**config.mk**
```make
export PLATFORM = sky130hd
export DESIGN_NAME = deadline_ordered_message_queue_unit
export DESIGN_NICKNAME = d
export VERILOG_FILES = /design/src/design/domq_pkg.sv /design/src/design/domq_cell.sv /design/src/design/deadline_ordered_message_queue_unit.sv
export SDC_FILE = /design/constraint.sdc
export NUM_CORES = 2
export LEC_CHECK = 0
export ABC_AREA = 1
export BUFFER_PORTS_ARGS = -buffer_cell sky130_fd_sc_hd__buf_2
export CAP_MARGIN = 10
export CELL_PAD_IN_SITES_DETAIL_PLACEMENT = 1
export CELL_PAD_IN_SITES_GLOBAL_PLACEMENT = 1
export CORE_ASPECT_RATIO = 0.9
export CORE_UTILIZATION = 53
export CTS_BUF_LIST = sky130_fd_sc_hd__clkbuf_8
export CTS_CLUSTER_DIAMETER = 200
export CTS_CLUSTER_SIZE = 8
export DETAILED_ROUTE_END_ITERATION = 12
export PLACE_DENSITY = 0.91
export SLEW_MARGIN = 20
export SYNTH_ARGS = -nofsm -noshare
export SYNTH_HDL_FRONTEND = slang
export SYNTH_SLANG_ARGS = --single-unit
```
**constraint.sdc**
```tcl
create_clock -name clk -period 17.9 [get_ports clk]
set_input_delay 3.58 -clock clk [delete_from_list [all_inputs] [get_ports clk]]
set_output_delay 3.58 -clock clk [all_outputs]
set_load 0.1 [all_outputs]
```
**src/design/domq_pkg.sv**
```systemverilog
package domq_pkg;

  localparam int CAPACITY_DEFAULT = 16;
  localparam int DATA_W = 32;
  localparam int TIME_W = 32;
  localparam int STATUS_W = 3;
  localparam int OCC_W = 5;

  typedef enum logic [STATUS_W-1:0] {
    ST_ACCEPTED  = 3'd0,
    ST_DELIVERED = 3'd1,
    ST_EMPTY     = 3'd2,
    ST_NOT_DUE   = 3'd3,
    ST_FULL      = 3'd4
  } status_t;

  // Shift commands broadcast to every cell of the sorted row.
  typedef struct packed {
    logic insert;
    logic remove;
  } cell_ctrl_t;

endpackage

```
**src/design/domq_cell.sv**
```systemverilog
module domq_cell (
  input  logic                          clk,
  input  domq_pkg::cell_ctrl_t          ctrl,
  input  logic                          valid,
  input  logic [domq_pkg::TIME_W-1:0]   new_deadline,
  input  logic [domq_pkg::DATA_W-1:0]   new_payload,
  input  logic                          left_le,
  input  logic [domq_pkg::TIME_W-1:0]   left_deadline,
  input  logic [domq_pkg::DATA_W-1:0]   left_payload,
  input  logic [domq_pkg::TIME_W-1:0]   right_deadline,
  input  logic [domq_pkg::DATA_W-1:0]   right_payload,
  output logic                          le,
  output logic [domq_pkg::TIME_W-1:0]   deadline,
  output logic [domq_pkg::DATA_W-1:0]   payload
);

  // A cell holding an entry that is due no later than the new one keeps it.
  assign le = valid && (deadline <= new_deadline);

  always_ff @(posedge clk) begin
    priority if (ctrl.insert && !le) begin
      if (left_le) begin
        deadline <= new_deadline;
        payload  <= new_payload;
      end else begin
        deadline <= left_deadline;
        payload  <= left_payload;
      end
    end else if (ctrl.remove) begin
      deadline <= right_deadline;
      payload  <= right_payload;
    end else begin
      deadline <= deadline;
      payload  <= payload;
    end
  end

endmodule

```
**src/design/deadline_ordered_message_queue_unit.sv**
```systemverilog
// A result appears on the master side in the cycle after its transaction is accepted.
// Throughput: one transaction per cycle unless stalled; every cell compares its deadline
// with the new one in parallel, so the whole insert or head removal is one register update
// of the cell row. The slave side stalls only while a result waits on the master side.
// Reset clears the entry count and the output valid; the stored deadlines and payloads
// are not cleared, since only entries below the count are ever read.
module deadline_ordered_message_queue_unit #(
  parameter int CAPACITY = domq_pkg::CAPACITY_DEFAULT
) (
  input  logic         clk,
  input  logic         rst,
  input  logic         s_tvalid,
  output logic         s_tready,
  input  logic [95:0]  s_tdata,   // payload[31:0], deadline[63:32], now_time[95:64]
  input  logic         s_tuser,   // operation[0]: 0 enqueue, 1 poll
  output logic         m_tvalid,
  input  logic         m_tready,
  output logic [71:0]  m_tdata,   // out_payload[31:0], out_deadline[63:32],
                                  // occupancy[68:64], zero fill[71:69]
  output logic [2:0]   m_tuser    // status[2:0]
);

  localparam int CNT_W = $clog2(CAPACITY + 1);

  logic [domq_pkg::DATA_W-1:0] in_payload;
  logic [domq_pkg::TIME_W-1:0] in_deadline;
  logic [domq_pkg::TIME_W-1:0] in_now;
  logic                        in_poll;

  assign in_payload  = s_tdata[31:0];
  assign in_deadline = s_tdata[63:32];
  assign in_now      = s_tdata[95:64];
  assign in_poll     = s_tuser;

  // Number of stored entries; cells below it hold the sorted queue.
  logic [CNT_W-1:0] count;
  logic [CNT_W-1:0] count_next;

  logic [domq_pkg::TIME_W-1:0] cell_deadline [CAPACITY];
  logic [domq_pkg::DATA_W-1:0] cell_payload  [CAPACITY];
  logic [CAPACITY-1:0]         cell_le;
  logic [CAPACITY-1:0]         cell_valid;

  logic accept;
  logic full;
  logic empty;
  logic head_due;
  domq_pkg::cell_ctrl_t ctrl;

  // The slave side moves whenever the output register is free or being drained.
  assign s_tready = !m_tvalid || m_tready;
  assign accept   = s_tvalid && s_tready;

  assign full     = (count == CNT_W'(CAPACITY));
  assign empty    = (count == '0);
  assign head_due = !empty && (in_now >= cell_deadline[0]);

  assign ctrl.insert = accept && !in_poll && !full;
  assign ctrl.remove = accept && in_poll && head_due;

  // The row of cells. An insert finds its slot where the "due no later" flag
  // first drops, and everything behind it moves one cell to the right. A removal
  // moves every cell one to the left. The last cell's right input is itself,
  // which is harmless because that slot is beyond the count after a removal.
  for (genvar i = 0; i < CAPACITY; i++) begin : g_cell
    assign cell_valid[i] = (count > CNT_W'(i));

    if (i == 0) begin : g_head
      domq_cell u_cell (
        .clk            (clk),
        .ctrl           (ctrl),
        .valid          (cell_valid[i]),
        .new_deadline   (in_deadline),
        .new_payload    (in_payload),
        .left_le        (1'b1),
        .left_deadline  (in_deadline),
        .left_payload   (in_payload),
        .right_deadline (cell_deadline[(i + 1) % CAPACITY]),
        .right_payload  (cell_payload[(i + 1) % CAPACITY]),
        .le             (cell_le[i]),
        .deadline       (cell_deadline[i]),
        .payload        (cell_payload[i])
      );
    end else if (i == CAPACITY - 1) begin : g_tail
      domq_cell u_cell (
        .clk            (clk),
        .ctrl           (ctrl),
        .valid          (cell_valid[i]),
        .new_deadline   (in_deadline),
        .new_payload    (in_payload),
        .left_le        (cell_le[i-1]),
        .left_deadline  (cell_deadline[i-1]),
        .left_payload   (cell_payload[i-1]),
        .right_deadline (cell_deadline[i]),
        .right_payload  (cell_payload[i]),
        .le             (cell_le[i]),
        .deadline       (cell_deadline[i]),
        .payload        (cell_payload[i])
      );
    end else begin : g_mid
      domq_cell u_cell (
        .clk            (clk),
        .ctrl           (ctrl),
        .valid          (cell_valid[i]),
        .new_deadline   (in_deadline),
        .new_payload    (in_payload),
        .left_le        (cell_le[i-1]),
        .left_deadline  (cell_deadline[i-1]),
        .left_payload   (cell_payload[i-1]),
        .right_deadline (cell_deadline[i+1]),
        .right_payload  (cell_payload[i+1]),
        .le             (cell_le[i]),
        .deadline       (cell_deadline[i]),
        .payload        (cell_payload[i])
      );
    end
  end

  always_comb begin
    count_next = count;
    if (ctrl.insert) begin
      count_next = count + CNT_W'(1);
    end else if (ctrl.remove) begin
      count_next = count - CNT_W'(1);
    end
  end

  always_ff @(posedge clk) begin
    if (rst) begin
      count <= '0;
    end else begin
      count <= count_next;
    end
  end

  // Result computed at acceptance and held in the output register.
  domq_pkg::status_t           status_next;
  logic [domq_pkg::DATA_W-1:0] res_payload_next;
  logic [domq_pkg::TIME_W-1:0] res_deadline_next;
  logic [31:0]                 count_ext;

  domq_pkg::status_t           status;
  logic [domq_pkg::DATA_W-1:0] res_payload;
  logic [domq_pkg::TIME_W-1:0] res_deadline;
  logic [domq_pkg::OCC_W-1:0]  occupancy;

  assign count_ext = 32'(count_next);

  always_comb begin
    status_next       = domq_pkg::ST_ACCEPTED;
    res_payload_next  = '0;
    res_deadline_next = '0;
    if (!in_poll) begin
      status_next = full ? domq_pkg::ST_FULL : domq_pkg::ST_ACCEPTED;
    end else if (empty) begin
      status_next = domq_pkg::ST_EMPTY;
    end else if (!head_due) begin
      status_next       = domq_pkg::ST_NOT_DUE;
      res_deadline_next = cell_deadline[0];
    end else begin
      status_next       = domq_pkg::ST_DELIVERED;
      res_payload_next  = cell_payload[0];
      res_deadline_next = cell_deadline[0];
    end
  end

  always_ff @(posedge clk) begin
    if (rst) begin
      m_tvalid <= 1'b0;
    end else if (accept) begin
      m_tvalid <= 1'b1;
    end else if (m_tready) begin
      m_tvalid <= 1'b0;
    end
  end

  always_ff @(posedge clk) begin
    if (accept) begin
      status       <= status_next;
      res_payload  <= res_payload_next;
      res_deadline <= res_deadline_next;
      occupancy    <= count_ext[domq_pkg::OCC_W-1:0];
    end
  end

  assign m_tdata = {3'b000, occupancy, res_deadline, res_payload};
  assign m_tuser = status;

endmodule

```
==> results.md <==
| Quantity | Reported | Unit |
| --- | --- | --- |
| Status | complete, no violations | - |
| Number of max-slew violations in the final report | 0 | - |
| Setup WS post-layout | 8490 | ps |
| Number of global-route vias before repair | 74.2k | - |
| Final Setup Violations | 0 | - |
| Worst vdd ir | 0.0000571 | V |
| Area of the mapped netlist | 0.0713 | sq mm |
| Number of buffers created by CTS | 155 | - |
| Sum Neg Setup Slack | 0 | ps |
| Mapped Cells | 9,275 | - |
| Initial DRC Count | 10.2k | - |
| Overall Power | 6.86 | mW |
| Overall global routing resource usage | 46.5 | % |
| Die width | 389 | microns |
| Routed vias | 72.7k | - |
| Highest-count cells in the layout ignoring fill and taps | 4,898 x nand2_1, 1,096 x edfxtp_1, 991 x nand3_1 | - |
| Standby leakage power | 36.5 | nW |
| Cells traversed along the worst timing path | buf_2 > inv_1 > buf_4 > ha_1 > nand2_1 > nor2_1 > nand2_1 > nand2_1 > nand2_1 > nand2_1 > nand2_1 > nand2_1 > nand2_2 > buf_4 > a21oi_4 > buf_4 > inv_2 > nand2_4 > buf_4 | - |
| Cell type with the largest total area after synthesis | edfxtp_1 | - |
| Clock latency on the worst-skew pair | 940 | ps |
| Overall die height | 350 | microns |
| Aggregate global routing overflow | 0 | - |
| Final setup skew | 44.4 | ps |
| Hold Crit Class | flip-flop to flip-flop | - |
| Share of async-settable or async-resettable flops after synthesis | 0 | % |
| Crit share post-route | 52.6 | % |
| Leading cell type in the layout, fill and taps excluded | nand2_1 | - |
| Critical path endpoint category | flip-flop | - |
| Worst Setup Slack post-DPL | 8110 | ps |
| Unrepaired setup endpoints after global routing | no | - |
| Worst path most repeated cell | nand2_1 | - |
| FILL cells | 16.6k | - |
| Clock slew seen by the registers of the worst setup and hold paths | 60 | ps |
| Critical path type | primary input to flip-flop | - |
| Fraction of synthesized cell area taken by the top area cell type | 46.1 | % |
| CP required | 18,430 | ps |
| Met3 Routed Length | 52.0 | mm |
| Clock period minus worst slack | 9410 | ps |
| Cell type of the slowest stage on the worst timing path | buf_4 | - |
| Top routing layer in use | met5 | - |
| Syn-to-layout area delta | 6.08 | % |
| Transition time at the pin with the least slew margin | 1320 | ps |
| Number of register bits inferred by synthesis | 1,102 | - |
| Data arrival time of the critical path | 9930 | ps |
| Sequential element share of the synthesized area | 46.3 | % |
| Buffers plus inverters on the worst setup path | 7 | - |
| Number of antenna violations at the first check in global routing | 5 | - |
| # IOs | 178 | - |
| H-tree lvl count | 4 | - |
| Largest fanout on the critical path | 65 | - |
| Post-cts repair resize count | 0 | - |
| Std-Cell Core Area | 0.133 | sq mm |
| Detailed Place HPWL | 205 | mm |
| Router iterations before antenna repair | 8 | - |
| Maximum count of clock buffers along a single path | 3 | - |
| Synth Area per Inst | 7.69 | sq um |
| Nets | 9,808 | - |
| Yosys synthesis warning count | 0 | - |
| Count of hold-fix buffers inserted at cts | 0 | - |
| Number of buffer cells added on primary ports | 174 | - |
| Drt drc | 0 | - |
| Hold violation count in the final report | 0 | - |
| Setup slack of the worst register-to-register path | 11,640 | ps |
| Total length of routed met2 wires | 133 | mm |
| Cell Pwr Density | 90.7 | mW/mm^2 |
| Final core utilization | 56.8 | % |
| Vias/cell | 6.66 | - |
| Critical Path Max Stage Delay | 890 | ps |
| Top cells by area in the synthesized netlist | edfxtp_1 46%, nand2_1 26%, ha_1 9.6%, nand3_1 7.0%, a21oi_1 2.0% | - |
| Post-Route WL | 322 | mm |
| Row Count | 127 | - |
| Sink count of the clock tree | 1,102 | - |
| Proportion of layout cells with a drive suffix above 1 | 6.31 | % |
| Main flop type after synthesis | edfxtp_1 | - |
| Number of buffers added for setup after CTS | 0 | - |
| TritonCTS clock tree | yes | - |
| WL per Instance | 29.5 | microns |
| Maximum clock rate | 106 | MHz |
| Startpoint class of the critical path | primary input | - |
| Top cell family by delay on the critical path | buffers and inverters | - |
| Pin count of the biggest net entering global routing | 79 | - |
| Count of flip-flops with a built-in enable after synthesis | 1,096 | - |
| First-pass GRT wire length | 470 | mm |
| Final RePlAce weighted congestion | 1.01 | - |
| Max Cap Violations | 0 | - |
| Effective utilization at floorplan | 53.5 | % |
| Number of distinct standard cells referenced by the synthesized netlist | 37 | - |
| Metal-1 WL | 118 | mm |
| Normalized max-slew margin | 11.8 | % |
| Cell chosen for the clock root | clkbuf_8 | - |
| Antenna Nets Post-Route | 0 | - |
| Die area | 0.136 | sq mm |
## sequential cells by signal, summed over array words and instances, names as in the netlist
signal / flops
g_cell.g_tail.u_cell.payload: 32
occupancy: 5
g_cell.g_head.u_cell.payload: 32
g_cell.g_mid.u_cell.deadline: 448
count: 5
m_tuser: 3
g_cell.g_tail.u_cell.deadline: 32
g_cell.g_head.u_cell.deadline: 32
res_payload: 32
res_deadline: 32
g_cell.g_mid.u_cell.payload: 448
m_tvalid: 1
## cell families (layout without fill, tap and decap cells)
| kind of cell | count (synthesis) | after routing | share of synthesized area [%] |
|---|---|---|---|
| flip-flops | 1102 | 1102 | 46.3 |
| XOR/XNOR | 1 | 1 | 0.0123 |
| adder cells (fa/ha/maj) | 549 | 549 | 9.63 |
| AND/OR/NAND/NOR | 6249 | 6249 | 35.0 |
| other | 1 | 8 | 0.00526 |
| AO/OA/AOI/OAI | 559 | 559 | 4.27 |
| buffers and inverters | 814 | 714 | 4.81 |
## cells in the mapped netlist (all sizes together) (31+ instances only)
cell	number
nand4	58
nand3	994
ha	549
a21oi	289
edfxtp	1096
nor2	200
o21ai	191
inv	230
nand2	4960
clkbuf	259
o21a	31
buf	324
## layout make-up
cell class / count / area, sq um / area share, %
Timing Repair Buffer: 307 / 1910 / 2.53
Tap cell: 1741 / 2180 / 2.88
Clock inverter: 21 / 146 / 0.193
Inverter: 231 / 872 / 1.15
Antenna cell: 5 / 12.5 / 0.0165
Clock buffer: 155 / 2130 / 2.82
Sequential cell: 1102 / 33000 / 43.7
Multi-Input combinational cell: 7361 / 35400 / 46.8
## layer usage
metal / vias to the layer above / GRT usage (%)
met5: - / 0
met3: 1282 / 16.4
li1: 30300 / -
met2: 5791 / 68.0
met1: 35400 / 60.8
met4: 6 / 24.0
## power breakdown
group / switching [mW] / internal [mW]
Sequential: 0.159 / 3.12
Combinational: 1.32 / 0.399
Clock: 1.08 / 0.781
## worst register-to-register path, delay by kind of cell, from the launching register on
kind	cells	cell delay [ps]
adders and majority gates	1	320
and+or+nand+nor	10	2180
buffers and inverters	4	2620
AOI/OAI and AO/OA	1	210
DFF	1	430
## path summary, 6_finish.rpt
kind                                                    startpoint                                   to  cells after the start
worst min register to register                            m_tvalid                             m_tvalid                      2
worst min-delay path                                      m_tvalid                             m_tvalid                      2
worst max register to register  g_cell[6].g_mid.u_cell.deadline[7]  g_cell[6].g_mid.u_cell.deadline[28]                     16
worst max-delay path                                   s_tdata[36]  g_cell[6].g_mid.u_cell.deadline[28]                     19
## per-stage QoR
stage          std cells  cell area [sq um]  hold slack [ps]
3_5_place_dp       10700              73300              514
5_1_grt            10900              75700              543
3_3_place_gp       10700              73300              495
4_1_cts            10900              75600              531
2_1_floorplan       9277              71300              494
6_report           10900              75700              527
Note: power is estimated with default switching activity, not from simulation.
